<file path="src/rtl/mse_pkg.sv">
package mse_pkg;

    localparam logic [3:0] OP_J     = 4'd0;
    localparam logic [3:0] OP_JAL   = 4'd1;
    localparam logic [3:0] OP_JR    = 4'd2;
    localparam logic [3:0] OP_LW    = 4'd3;
    localparam logic [3:0] OP_SW    = 4'd4;
    localparam logic [3:0] OP_BEQ   = 4'd5;
    localparam logic [3:0] OP_ADD   = 4'd6;
    localparam logic [3:0] OP_ADDI  = 4'd7;
    localparam logic [3:0] OP_ADDIU = 4'd8;
    localparam logic [3:0] OP_ANDI  = 4'd9;
    localparam logic [3:0] OP_ORI   = 4'd10;
    localparam logic [3:0] OP_XORI  = 4'd11;
    localparam logic [3:0] OP_SLTI  = 4'd12;
    localparam logic [3:0] OP_LUI   = 4'd13;
    localparam logic [3:0] OP_MUL   = 4'd14;

    localparam logic [4:0] REG_ZERO = 5'd0;
    localparam logic [4:0] REG_LINK = 5'd31;

    typedef struct packed {
        logic [31:0] pc;
        logic        taken;
        logic        fault;
        logic        wr;
        logic [4:0]  dst;
        logic [31:0] val;
        logic        load;
        logic        mem_rd;
        logic        mem_we;
        logic [29:0] mem_addr;
    } exec_t;

endpackage

</file>
<file path="src/rtl/mse_exec.sv">
module mse_exec import mse_pkg::*;
#(
    parameter int MEM_WORDS = 1024
)
(
    input  logic [3:0]  op,
    input  logic [4:0]  rf,
    input  logic [15:0] imm,
    input  logic [25:0] target,
    input  logic [31:0] pc,
    input  logic [31:0] opa,
    input  logic [31:0] opb,
    output exec_t       res
);

    logic [31:0] imm32;
    logic [31:0] addr;
    logic        addr_ok;
    logic [31:0] prod;

    assign imm32   = {{16{imm[15]}}, imm};
    assign addr    = opa + imm32;
    assign addr_ok = !addr[31] && (addr[1:0] == 2'b00) && (addr[31:2] < 30'(MEM_WORDS));
    assign prod    = opa * opb;

    always_comb
    begin
        res          = '0;
        res.pc       = pc;
        res.dst      = rf;
        res.mem_addr = addr[31:2];
        case (op)
            OP_J:
            begin
                res.pc = {6'd0, target};
            end
            OP_JAL:
            begin
                res.wr  = 1'b1;
                res.dst = REG_LINK;
                res.val = pc + 32'd1;
                res.pc  = {6'd0, target};
            end
            OP_JR:
            begin
                res.pc = opb;
            end
            OP_LW:
            begin
                if (addr_ok)
                begin
                    res.wr     = 1'b1;
                    res.load   = 1'b1;
                    res.mem_rd = 1'b1;
                end
                else
                begin
                    res.fault = 1'b1;
                end
            end
            OP_SW:
            begin
                if (addr_ok)
                begin
                    res.mem_we = 1'b1;
                end
                else
                begin
                    res.fault = 1'b1;
                end
            end
            OP_BEQ:
            begin
                res.taken = (opb == opa);
            end
            OP_ADD:
            begin
                res.wr  = 1'b1;
                res.val = opa + opb;
            end
            OP_ADDI, OP_ADDIU:
            begin
                res.wr  = 1'b1;
                res.val = addr;
            end
            OP_ANDI:
            begin
                res.wr  = 1'b1;
                res.val = opa & imm32;
            end
            OP_ORI:
            begin
                res.wr  = 1'b1;
                res.val = opa | imm32;
            end
            OP_XORI:
            begin
                res.wr  = 1'b1;
                res.val = opa ^ imm32;
            end
            OP_SLTI:
            begin
                res.wr  = 1'b1;
                res.val = {31'd0, ($signed(opa) < $signed(imm32))};
            end
            OP_LUI:
            begin
                res.wr  = 1'b1;
                res.val = {imm, 16'd0};
            end
            OP_MUL:
            begin
                res.wr  = 1'b1;
                res.val = prod;
            end
            default:
            begin
                res.pc = pc;
            end
        endcase
        if (res.dst == REG_ZERO)
        begin
            res.wr     = 1'b0;
            res.load   = 1'b0;
            res.mem_rd = 1'b0;
        end
        if (!res.wr)
        begin
            res.dst = REG_ZERO;
            res.val = 32'd0;
        end
    end

endmodule

</file>
<file path="config.mk">
export PLATFORM = sky130hd
export DESIGN_NAME = mse_exec
export DESIGN_NICKNAME = d
export VERILOG_FILES = /design/src/rtl/mse_pkg.sv /design/src/rtl/mse_exec.sv
export SDC_FILE = /design/constraint.sdc
export NUM_CORES = 2
export LEC_CHECK = 0
export ABC_AREA = 1
export BUFFER_PORTS_ARGS = -buffer_cell sky130_fd_sc_hd__buf_2
export CAP_MARGIN = 20
export CORE_MARGIN = 10
export CORE_UTILIZATION = 69
export DETAILED_ROUTE_END_ITERATION = 8
export PLACE_DENSITY_LB_ADDON = 0.15
export SYNTH_ARGS = -nofsm -noshare
export SYNTH_HDL_FRONTEND = slang
export SYNTH_SLANG_ARGS = --single-unit
</file>
<file path="constraint.sdc">
create_clock -name vclk -period 11.9
set_input_delay 0.595 -clock vclk [all_inputs]
set_output_delay 0.595 -clock vclk [all_outputs]
set_load 0.005 [all_outputs]
</file>
==> flow_metrics.py <==
metrics = {
    "global_routing": {
        "antenna_found_initial": 3,
        "grt_overflow": 0,
        "track_usage_pct": 46.3,
        "grt_max_degree": 36,
        "grt_pass1_vias": 28400,
        "grt_first_pass_wirelength_mm": 159,
    },
    "timing": {
        "maxSlewHeadroom_pct": 3.35,
        "rsz0062_at_grt": "no",
        "setup_viol": 0,
        "min_period_ps": 9100,
        "hold_violations": 0,
        "max_freq_ghz": 0.110,
        "setup_tns_ps": 0,
        "worstMarginPinSlew_ps": 1450,
        "drv_slew": 0,
        "holdWs_ps": 1480,
        "period_share_pct": 76.5,
    },
    "synth": {
        "synth_xor_area_share_pct": 0.892,
        "syn_nets": 4766,
        "synth_area_leaders": "fa_1, nand2_1, inv_1, ha_1, nand3_1",
        "synthCells": 3958,
        "synthSimpleGateAreaFrac_pct": 27.1,
        "synth-compound-area-share_pct": 9.65,
        "synth.avg_cell_area_um2": 6.41,
        "synth_top_family_by_area": "adder cells",
        "netlist_area_um2": 25400,
        "synth_most_common_cell": "nand2_1",
        "ys_types": 54,
        "synth_common_cells": "nand2_1, inv_1, fa_1",
        "yosys_warnings": 0,
        "synth.top_cell.area_share_pct": 32.3,
        "synth_mux_area_share_pct": 0,
        "synth_fa_ha_area_share_pct": 44.7,
        "yosysTopAreaCell": "fa_1",
        "yosysSeqAreaShare_pct": 0,
    },
    "drt": {
        "ant_nets": 0,
        "avgRoutedWirePerCell_um": 22.8,
        "avgViaCountPerCell": 6.09,
        "drc": 0,
        "vias": 27700,
        "first_iter_violations": 3790,
        "wl_mm": 104,
        "firstDrtPassIters": 8,
    },
    "floorplanning": {
        "start_util_pct": 69.7,
        "core-area_um2": 36400,
        "die_h_um": 212,
        "die_w_um": 212,
        "num_rows": 70,
        "io_pins": 252,
        "die_area_um2": 44900,
    },
    "worst_setup_path": {
        "slowest_delay_ps": 700,
        "startpoint_type": "primary input",
        "crit_start": "opb[8]",
        "path_common_cell": "fa_1",
        "worst-setup-path-type": "in -> out",
        "crit_path_max_fanout": 25,
        "end_kind": "output port",
        "required_ps": 11310,
        "slowest_stage": "buf_2",
        "critPathArrivalTime_ps": 8510,
    },
    "clocking": {
        "post_cts_buffers": 0,
        "post_cts_resized": 0,
        "cts_hold_buf": 0,
    },
    "placement": {
        "hpwl_mm": 85.6,
        "place_inst": 4550,
        "place_congestion": 1.21,
        "io_buffers": 252,
    },
    "layout": {
        "finalNetCount": 4893,
        "seqCellArea_um2": 0,
        "drive_gt1_share_pct": 7.81,
        "seq_cell_count": 0,
        "nClkBuffers": 0,
        "final_cells": 4554,
        "syn2layout_area_growth_pct": 5.66,
    },
    "hold_path": {
        "min_path_type": "in -> out",
        "min_from": "target[11]",
    },
    "status": {
        "outcome": "completed",
    },
    "flow_run": {
        "cap_violations": 0,
    },
}
[cell type report]
class              instances  area (um2)
multi-input cells       2768       20900
repair buffers           268        1390
inverters               1047        3930
diodes                     3        7.51
well taps                468         586
fillers                 2998        9620
[through the flow]
stage	worst slack [ps]	area, um2	utilization (%)
after floorplan	4480	25400	-
after global placement	3190	26800	73.6
after detailed placement	3150	26800	73.6
after CTS	3110	26800	73.6
after global routing	2610	26800	73.6
final	2800	26800	73.6
[critical path, delay by kind of cell]
family                     cells  cell delay [ps]
AOI/OAI and AO/OA              3              670
adders and majority gates     10             4490
buffers and inverters          8             1260
and+or+nand+nor                8             1490
[metal layers]
metal / GRT usage, % / wire, um
met5: 0 / 0
met1: 55.3 / 35200
met3: 13.9 / 15500
met4: 32.4 / 8750
met2: 70.6 / 44400
[cell families (layout without fill, tap and decap cells)]
group | after synthesis | after routing
xor+xnor | 25 | 25
simple gates | 1673 | 1673
fa+ha+maj | 661 | 661
compound gates | 409 | 409
other cells | 0 | 3
buf+inv | 1190 | 1315
[final timing paths]
kind       to  depth (start not counted)  slack (ps)
max   res[56]                         29        2800
min   res[84]                          4        1480
[layout by cell type (no fill, tap or decap), types with 10 or more instances in the layout]
master     count
nand2_1     1159
inv_1       1034
fa_1         410
buf_2        252
ha_1         251
nor2_1       188
nand3_1      164
a21oi_1      154
o21ai_0      100
nand4_1       43
nor3_1        34
o211ai_1      29
o22ai_1       29
nor4_1        21
a221oi_1      18
xor2_1        17
nor2_2        15
or2_2         15
buf_4         15
nand3b_1      14
o21bai_1      12
o2111ai_1     10
Power is left out: the tool's default activity adds up to more than one toggle a clock period on the data nets, which glitch-free logic cannot reach.
