$ cat src/rtl/mse_pkg.sv
package mse_pkg;

    localparam logic [3:0] OP_J     = 4'd0;
    localparam logic [3:0] OP_JAL   = 4'd1;
    localparam logic [3:0] OP_JR    = 4'd2;
    localparam logic [3:0] OP_LW    = 4'd3;
    localparam logic [3:0] OP_SW    = 4'd4;
    localparam logic [3:0] OP_BEQ   = 4'd5;
    localparam logic [3:0] OP_ADD   = 4'd6;
    localparam logic [3:0] OP_ADDI  = 4'd7;
    localparam logic [3:0] OP_ADDIU = 4'd8;
    localparam logic [3:0] OP_ANDI  = 4'd9;
    localparam logic [3:0] OP_ORI   = 4'd10;
    localparam logic [3:0] OP_XORI  = 4'd11;
    localparam logic [3:0] OP_SLTI  = 4'd12;
    localparam logic [3:0] OP_LUI   = 4'd13;
    localparam logic [3:0] OP_MUL   = 4'd14;

    localparam logic [4:0] REG_ZERO = 5'd0;
    localparam logic [4:0] REG_LINK = 5'd31;

    typedef struct packed {
        logic [31:0] pc;
        logic        taken;
        logic        fault;
        logic        wr;
        logic [4:0]  dst;
        logic [31:0] val;
        logic        load;
        logic        mem_rd;
        logic        mem_we;
        logic [29:0] mem_addr;
    } exec_t;

endpackage

$ cat src/rtl/mse_regfile.sv
module mse_regfile import mse_pkg::*;
(
    input  logic        clk,
    input  logic        rst_n,
    input  logic        rd_en,
    input  logic [4:0]  rd_a_addr,
    input  logic [4:0]  rd_b_addr,
    output logic [31:0] rd_a_data,
    output logic [31:0] rd_b_data,
    input  logic        wr_en,
    input  logic [4:0]  wr_addr,
    input  logic [31:0] wr_data
);

    logic [31:0] rf_reg [32];
    logic [31:0] valid_reg;
    logic [31:0] a_data_reg;
    logic [31:0] b_data_reg;
    logic        a_vld_reg;
    logic        b_vld_reg;
    logic        a_hit;
    logic        b_hit;

    // write-through on a read that lands on the same edge as a write
    assign a_hit = wr_en && (wr_addr == rd_a_addr) && (wr_addr != REG_ZERO);
    assign b_hit = wr_en && (wr_addr == rd_b_addr) && (wr_addr != REG_ZERO);

    always_ff @(posedge clk)
    begin
        if (wr_en && wr_addr != REG_ZERO)
        begin
            rf_reg[wr_addr] <= wr_data;
        end
        if (rd_en)
        begin
            a_data_reg <= a_hit ? wr_data : rf_reg[rd_a_addr];
            b_data_reg <= b_hit ? wr_data : rf_reg[rd_b_addr];
        end
    end

    always_ff @(posedge clk or negedge rst_n)
    begin
        if (!rst_n)
        begin
            valid_reg <= '0;
            a_vld_reg <= 1'b0;
            b_vld_reg <= 1'b0;
        end
        else
        begin
            if (wr_en && wr_addr != REG_ZERO)
            begin
                valid_reg[wr_addr] <= 1'b1;
            end
            if (rd_en)
            begin
                a_vld_reg <= valid_reg[rd_a_addr] | a_hit;
                b_vld_reg <= valid_reg[rd_b_addr] | b_hit;
            end
        end
    end

    assign rd_a_data = a_vld_reg ? a_data_reg : 32'd0;
    assign rd_b_data = b_vld_reg ? b_data_reg : 32'd0;

endmodule

$ cat config.mk
export PLATFORM = sky130hd
export DESIGN_NAME = mse_regfile
export DESIGN_NICKNAME = d
export VERILOG_FILES = /design/src/rtl/mse_pkg.sv /design/src/rtl/mse_regfile.sv
export SDC_FILE = /design/constraint.sdc
export NUM_CORES = 1
export LEC_CHECK = 0
export ABC_CLOCK_PERIOD_IN_PS = 2400
export BUFFER_PORTS_ARGS = -buffer_cell sky130_fd_sc_hd__buf_2
export CORE_UTILIZATION = 29
export CTS_BUF_LIST = sky130_fd_sc_hd__clkbuf_16
export DETAILED_ROUTE_END_ITERATION = 10
export GPL_ROUTABILITY_DRIVEN = 1
export PLACE_DENSITY = 0.5
export RECOVER_POWER = 100
export REMOVE_ABC_BUFFERS = 1
export SLEW_MARGIN = 0
export SYNTH_ARGS = -nofsm -noshare
export SYNTH_HDL_FRONTEND = slang
export SYNTH_SLANG_ARGS = --single-unit
$ cat constraint.sdc
create_clock -name clk -period 2.4 [get_ports clk]
set_clock_uncertainty 0.15 [all_clocks]
set_input_delay 0.24 -clock clk [delete_from_list [all_inputs] [get_ports clk]]
set_output_delay 0.24 -clock clk [all_outputs]
set_load 0.05 [all_outputs]
==> impl_metrics.toml, run 1 <==
[setup_path]
critPathRequiredTime_ns = 2.57
startpoint = "wr_addr[4]"
crit_top_cell = "clkbuf_1"
worst_ep_arrival_time_ns = 2.50
critPathMaxFanout = 11
timing.rr.start = "rf_reg[3][22]"
max_stage_delay_ns = 1.06
worst-path-buf-inv = 3
crit_family = "buffers and inverters"
worstPathCellList = "clkbuf_1 > clkbuf_1 > or3b_2 > nor2_1 > clkbuf_1"
critPathLaunchType = "input pin"
slowest_stage = "clkbuf_1"
crit_type = "input pin to register"
end_kind = "register"

[route]
post_drt_wl_per_cell_um = 33.1
viasPerCell = 5.54
ant_nets = 0
wirelength_mm = 175
drc = 0
drtIter0Drc = 3500
dr.pass1.iters = 6
vias = 29300

[power_and_ir_drop]
power_frac_comb = 0.102
p_seq_frac = 0.486
power_mw = 46.0
cellInternalPower_mw = 34.9
power_density_nw_per_um2 = 766
max-vdd-ir-drop_mv = 0.609
p_leak_nw = 19.1
clockPowerShare = 0.412
switching_share = 0.241
p_sw_mw = 11.1

[cts]
cts_sinks = 1122
cts_buffers = 121
cts_tree = "yes"
path_clk_slew_ns = 0.06
cts_root_buf = "clkbuf_16"
cts_max_level = 3
clk_path_buf_depth = 3
clock_latency_ns = 0.74

[global_routing]
overflow = 0
grt_pass1_vias = 30600
grt_max_degree = 42
grt_pass1_wl_mm = 241
grtUsageTotal = 0.197
antenna_found_initial = 5

[floorplan]
die_x_um = 420
start_util = 0.293
coreArea_um2 = 172000
io_pins = 115
dieArea_um2 = 176000
die_h_um = 420
num_rows = 152

[synthesis]
netlist_top_cells_area = "edfxtp_1, mux4_2, o22ai_1"
synth-xor-area-share = 0.00173
synth_edf_count = 1088
ys.flop_type = "edfxtp_1"
syn_avg_cell_area_um2 = 20.2
synthAdderAreaFrac = 0
netlist_area_um2 = 50600
yosysTopAreaCell = "edfxtp_1"
synth_cells = 2504
synthMuxAreaShare = 0.236
ys_ff_latch = 1122
synth_top_family_by_area = "multiplexers"
synth_compound_area_frac = 0.0394
synth-simple-area-share = 0.0343
ys_seq_area_frac = 0.663
yosysWarningCount = 0
synthArstFlopShare = 0.0303
synth_cell_type_count = 41
synth_top_area_frac = 0.646

[finish]
final_net_count = 2913
largest_reg_flops = 1024
num-fill-cells = 16100
synthToLayoutAreaGrowth_pct = 18.6
layout.cells.most_common = "edfxtp_1"
drive_gt1_frac = 0.359
final_cell_mix = "edfxtp_1, mux4_2, o22ai_1, clkbuf_16, buf_4"

[sta]
hold-worst-slack_ns = 0.0498
finalCritPeriodShare = 0.970
relSlewSlack = -0.152
tightest_slew_ns = 1.73
slew_violations = 193
setup_viol = 0
fin_crit_ns = 2.33
rsz0062_at_grt = "no"
fin_setup_tns_ns = 0
fmax_mhz = 430
hold_viol = 0

[placed_design]
place_hpwl_mm = 103
gp_congestion = 0.808
port_buffers = 114

[hold_path]
min_path_type = "input pin to register"
worstHoldStart = "rd_a_addr[4]"

[run_status]
violations = "max-capacitance violations, max-slew violations"
status = "finished with violations"

[run]
maxCapViolCount = 9
per-layer routing:
metal  GRT usage  routed length (µm)
met3      0.0306               11700
met5           0                  37
met2       0.338               87800
met4      0.0559                5230
met1       0.257               70100
kinds of logic (layout without fill, tap and decap cells):
family | count (synthesis) | after routing
DFF | 1122 | 1122
muxes | 533 | 533
AOI/OAI and AO/OA | 329 | 329
and+or+nand+nor | 305 | 305
buffers and inverters | 204 | 635
xor gates and xnor gates | 10 | 10
other | 1 | 35
stage by stage:
stage                     utilization  instances  setup WS [ns]  instance area (µm²)
final                           0.348       5279         0.0719                60000
after floorplan                     -       2331          -3.46                49400
after global routing            0.348       5276        0.00325                60000
after global placement          0.328       5009         -0.401                56600
after CTS                       0.354       5277        0.00167                61100
after detailed placement        0.328       5009         -0.401                56600
area by class of cell:
cell class                 instances  area (µm²)  share of cell area
antenna                            3        7.51            0.000125
clock buffer                     122        3050              0.0509
clock inverter                   105         973              0.0162
multi-input combinational       1209       16000               0.266
sequential                      1122       33500               0.559
tap                             2310        2890              0.0482
timing repair buffer             408        3600              0.0600
what timing repair did:
item / CTS / global route
gates resized for setup: 13 / 4
endpoints found under the setup margin: 37 / 5
hold buffers: 40 / 0
setup buffers: 1 / 0
pin swaps: 0 / 3
endpoints found under the hold margin: 1183 / 0
Yosys cell counts, drive strengths merged, types with 2 or more instances:
cell,instances
dfrtp,34
o22ai,256
nor2b,4
clkbuf,63
nor2,39
nand2,69
xnor2,6
or4,64
nor4,2
nand3b,12
o21ai,64
edfxtp,1088
or3b,5
buf,141
nand3,10
mux2i,5
a21oi,2
mux4,527
and2,64
xor2,4
or2,31
or3,3
worst register-to-register path: cells and delay by family (launching register included):
family           cells  cell delay [ns]
AO/OA/AOI/OAI        2             0.69
AND/OR/NAND/NOR      1             0.57
flip-flops           1             0.35
multiplexers         1             0.24
power by group through the flow:
stage	combinational [mW]	clock, mW	sequential [mW]
after floorplan	2.43	0	22.6
final	4.69	19.0	22.3
after global routing	4.95	20.0	22.4
after detailed placement	4.72	0	22.7
after global placement	4.68	0	22.7
after CTS	4.85	19.3	22.3
path summary, 6_finish.rpt:
kind,to,slack (ns),cells after the start
setup / recovery,rf_reg[5][7],0.07,5
hold / removal,a_vld_reg,0.05,5
setup reg to reg,b_data_reg[22],0.09,4
min in group asynchronous,valid_reg[17],0.63,4
max in group asynchronous,a_vld_reg,0.84,4
hold reg to reg,valid_reg[0],0.25,0
Note: power is estimated with default switching activity, not from simulation.
==> run 2: changes to the inputs <==
--- a/config.mk
+++ b/config.mk
@@ -7,6 +7,7 @@
 export LEC_CHECK = 0
 export ABC_CLOCK_PERIOD_IN_PS = 2400
 export BUFFER_PORTS_ARGS = -buffer_cell sky130_fd_sc_hd__buf_2
+export CORE_ASPECT_RATIO = 0.9
 export CORE_UTILIZATION = 29
 export CTS_BUF_LIST = sky130_fd_sc_hd__clkbuf_16
 export DETAILED_ROUTE_END_ITERATION = 10
==> run 2 against run 1 <==
- the flow still finishes with violations (max-capacitance violations, max-slew violations)
- non-clock buffer count down 3
- clock power up 3%
- fmax is 1.7% lower
- total power up 1.3%
- worst hold slack improved by 0.037 ns
- sequential share of layout area shrank 0.48 points
==> impl_metrics.toml, run 2 (same netlist as run 1, synthesis figures left out) <==
[run_status]
status = "finished with violations"
violations = "max-capacitance violations, max-slew violations"

[global_routing]
overflow = 0
grt_pass1_vias = 31100
grt_max_degree = 48
grtUsageTotal = 0.192
grt_pass1_wl_mm = 237
antenna_found_initial = 16

[setup_path]
critPathRequiredTime_ns = 2.68
worstPathCellList = "dlygate4sd3_1 > clkbuf_1 > clkbuf_1 > or3b_2 > nor2_1 > buf_6"
worst-path-buf-inv = 4
critPathMaxFanout = 15
slowest_stage = "or3b_2"
worst_ep_arrival_time_ns = 2.65
crit_top_cell = "clkbuf_1"
end_kind = "register"
max_stage_delay_ns = 0.56
ff2ff_setup_slack_ns = 0.40
critPathLaunchType = "input pin"
crit_family = "buffers and inverters"
crit_type = "input pin to register"

[finish]
synthToLayoutAreaGrowth_pct = 19.6
final_cell_mix = "edfxtp_1, mux4_2, o22ai_1, clkbuf_16, buf_12"
final_net_count = 2920
layout.cells.most_common = "edfxtp_1"
finalCoreUtilization = 0.349
drive_gt1_frac = 0.367
largest_reg_flops = 1024

[floorplan]
die_h_um = 398
coreArea_um2 = 173000
dieArea_um2 = 176000
io_pins = 115
start_util = 0.292
num_rows = 145
die_x_um = 442

[sta]
hold_viol = 0
fmax_mhz = 422
setup_viol = 0
fin_crit_ns = 2.37
finalCritPeriodShare = 0.987
slew_violations = 70
relSlewSlack = -0.0993
rsz0062_at_grt = "no"
fin_setup_tns_ns = 0
hold-worst-slack_ns = 0.0871
tightest_slew_ns = 1.65
setup_slack_ns = 0.0313

[power_and_ir_drop]
power_mw = 46.6
p_leak_nw = 19.3
power_density_nw_per_um2 = 770
max-vdd-ir-drop_mv = 0.680

[placed_design]
place_hpwl_mm = 102
post-place-ws_ns = -0.278
port_buffers = 114
gp_congestion = 0.797

[cts]
cts_root_buf = "clkbuf_16"
clock_latency_ns = 0.77
clk_path_buf_depth = 3
cts_buffers = 131
cts_tree = "yes"
cts_max_level = 4
cts_sinks = 1122
path_clk_slew_ns = 0.06

[route]
wirelength_mm = 170
vias = 29500
viasPerCell = 5.60
post_drt_wl_per_cell_um = 32.3
ant_nets = 0
drtIter0Drc = 3496
drc = 0
dr.pass1.iters = 6

[run]
maxCapViolCount = 2

[hold_path]
min_path_type = "input pin to register"
run 2: cell count changes in the layout (fill, tap and decap cells not counted), moves of 6 or more:
cell and delta:
buf_4 -24, clkbuf_1 -6, nor2_1 -6, o21ai_0 -14, buf_6 +8, buf_12 +23, buf_2 -10, o21ai_1 +14
clkinv_2 +10, clkbuf_16 +11, and2_0 -7
run 2: cell type report:
type | instances | area (µm²)
Fill cell | 16200 | 113000
Sequential cell | 1122 | 33500
Multi-Input combinational cell | 1209 | 16000
Timing Repair Buffer | 405 | 3940
Clock buffer | 133 | 3330
Tap cell | 2278 | 2850
Clock inverter | 108 | 877
Antenna cell | 3 | 7.51
run 2: per-stage QoR:
| step | cell area [µm²] | instances |
|---|---|---|
| after global placement | 56600 | 4974 |
| after global routing | 60500 | 5257 |
| final | 60500 | 5258 |
| after floorplan | 49400 | 2331 |
| after CTS | 61200 | 5255 |
| after detailed placement | 56600 | 4974 |
run 2: repair_timing:
| item | in CTS | in global routing |
|---|---|---|
| cloned | 0 | 0 |
| setup endpoints to repair | 15 | 2 |
| resized for setup | 14 | 2 |
| endpoints found under the hold margin | 1152 | 0 |
| buffers inserted | 0 | 0 |
| hold buffers | 40 | 0 |
| pin swaps | 0 | 0 |
run 2: power breakdown:
part           switching, mW  internal (mW)  total, mW
Sequential             0.266           22.1       22.3
Clock                   8.15           11.4       19.5
Combinational           2.78           1.95       4.72
run 2: final timing paths:
check                              start       endpoint  depth (start not counted)
setup reg to reg           valid_reg[27]      b_vld_reg                          5
min in group asynchronous          rst_n  valid_reg[23]                          4
hold / removal              rd_b_addr[3]      b_vld_reg                          5
hold reg to reg             valid_reg[0]   valid_reg[0]                          0
max in group asynchronous          rst_n      b_vld_reg                          4
setup / recovery              wr_addr[4]   rf_reg[8][2]                          6
run 2: worst reg2reg max path, delay by kind of cell, from the launching register on:
kind            cells  cell delay, ns
flops               1            0.40
mux                 2            0.69
compound gates      2            0.52
simple gates        1            0.10
run 2: per-layer routing:
metal | GRT usage | up-vias | wire, µm
met3 | 0.0393 | 282 | 13300
met4 | 0.0548 | 6 | 4270
met5 | 0 | - | 30
li1 | - | 11700 | -
met1 | 0.255 | 16100 | 69900
met2 | 0.317 | 1434 | 82400
==> run 3: changes to the inputs <==
--- a/config.mk
+++ b/config.mk
@@ -13,7 +13,7 @@
 export DETAILED_ROUTE_END_ITERATION = 10
 export GPL_ROUTABILITY_DRIVEN = 1
 export PLACE_DENSITY = 0.5
-export RECOVER_POWER = 100
+export RECOVER_POWER = 25
 export REMOVE_ABC_BUFFERS = 1
 export SLEW_MARGIN = 0
 export SYNTH_ARGS = -nofsm -noshare
==> run 3 against run 2 <==
- the flow now finishes without violations
- flip-flop and latch count unchanged
- first-iteration DRC count down 4.2%
- clock-buffer cell count unchanged
- cell area up 1.1%
- critical endpoint is now rd_b_data[10]
- largest cell class unchanged
- highest routed layer unchanged
==> impl_metrics.toml, run 3 (same netlist as run 1, synthesis figures left out) <==
[finish]
finalCoreUtilization = 0.353
layout.cells.most_common = "edfxtp_1"
final_cell_mix = "edfxtp_1, mux4_2, o22ai_1, clkbuf_16, buf_4"
final_net_count = 2920
drive_gt1_frac = 0.384
largest_reg_flops = 1024
instances_no_fill = 5257
synthToLayoutAreaGrowth_pct = 21.0

[run]
maxCapViolCount = 0

[placed_design]
gp_congestion = 0.797
port_buffers = 114
dp_cells = 4974
post-place-ws_ns = -0.278
place_hpwl_mm = 102

[power_and_ir_drop]
p_sw_mw = 11.2
p_leak_nw = 19.5
p_seq_frac = 0.478
power_mw = 46.7
power_density_nw_per_um2 = 762
power_frac_comb = 0.103
clockPowerShare = 0.419
switching_share = 0.240
cellInternalPower_mw = 35.4
max-vdd-ir-drop_mv = 0.681

[route]
drc = 0
wirelength_mm = 170
viasPerCell = 5.58
dr.pass1.iters = 7
post_drt_wl_per_cell_um = 32.3
drtIter0Drc = 3350
ant_nets = 0
met3_length_mm = 12.8
vias = 29300
wl_met1_mm = 70.3
dr_wl_met2_mm = 82.7
top_layer = "met5"

[sta]
setup_slack_ns = 0.0948
rsz0062_at_grt = "no"
finalCritPeriodShare = 0.961
tightest_slew_ns = 1.44
hold_viol = 0
slew_violations = 0
fin_crit_ns = 2.31
fmax_mhz = 434
relSlewSlack = 0.0418
setup_viol = 0

[cts]
clk_path_buf_depth = 3
post_cts_buffers = 0
path_clk_slew_ns = 0.06
cts_max_level = 4
cts_buffers = 131
clock_latency_ns = 0.77
cts_sinks = 1122
cts_root_buf = "clkbuf_16"
cts_tree = "yes"

[global_routing]
grt_max_degree = 48
antenna_found_initial = 16
grt_pass1_vias = 31100
grtUsageTotal = 0.192
grt_pass1_wl_mm = 237
overflow = 0

[setup_path]
timing.rr.start = "valid_reg[27]"
worst_ep_arrival_time_ns = 1.92
end_kind = "output pin"
critPathLaunchType = "register"
ff2ff_setup_slack_ns = 0.39
critPathRequiredTime_ns = 2.01
r2r_cells = 5
r2r-end = "b_vld_reg"
critPathMaxFanout = 12
crit_type = "register to output pin"

[floorplan]
die_x_um = 442
dieArea_um2 = 176000
num_rows = 145
die_h_um = 398
io_pins = 115
start_util = 0.292
coreArea_um2 = 173000

[run_status]
status = "complete, no violations"

[hold_path]
whs_path_depth = 5
whs_endpoint = "rf_reg[17][14]"
min_path_type = "input pin to register"
worstHoldStart = "wr_addr[3]"
[run 3: worst max-delay path, cell delays in order (launching register included)]
cell,delay (ns)
dfrtp_2,0.46
buf_8,0.22
and2_2,0.25
buf_4,0.22
[run 3: worst max path at each step]
stage                          end  cells past startpoint  slack (ns)       start
floorplan            b_data_reg[0]                      4       -3.46  wr_addr[2]
global placement     rf_reg[16][3]                      5       -0.20  wr_addr[0]
detailed placement  rf_reg[16][14]                      5       -0.28  wr_addr[0]
CTS                   rd_b_data[2]                      3      -0.005   b_vld_reg
global route         rd_b_data[10]                      3        0.01   b_vld_reg
finish               rd_b_data[10]                      3        0.09   b_vld_reg
[run 3: repair_timing]
item	in CTS	in global routing
hold buffers	40	0
setup endpoints to repair	15	2
resized for setup	14	2
pin swaps	0	0
hold endpoints to repair	1152	0
[run 3: through the flow]
stage	instance area (µm²)	hold slack [ns]	setup TNS, ns
global route	61200	0.0475	0
detailed placement	56600	0.219	-5.59
floorplan	49400	-0.206	-396.24
finish	61200	0.0535	0
CTS	61200	0.00588	-0.00518
global placement	56600	0.196	-3.75
[run 3: layout make-up]
cell class,instances,area (µm²)
multi-input combinational,1209,16200
fill,16100,112000
clock buffer,133,3330
antenna,2,5.00
clock inverter,108,877
timing repair buffer,405,4460
sequential,1122,33500
tap,2278,2850
[run 3: power by group through the flow]
stage                     Combinational, mW  Sequential [mW]  Clock [mW]
after floorplan                        2.43             22.6           0
after global routing                   5.05             22.4        20.6
after global placement                 4.69             22.7           0
after detailed placement               4.75             22.7           0
final                                  4.79             22.3        19.6
after CTS                              4.84             22.3        19.9
[run 3: layer usage]
layer  global-route usage  vias to the layer above
li1                     -                    11700
met2                0.317                     1347
met4               0.0548                        6
met5                    0                        -
met1                0.255                    16100
met3               0.0393                      253
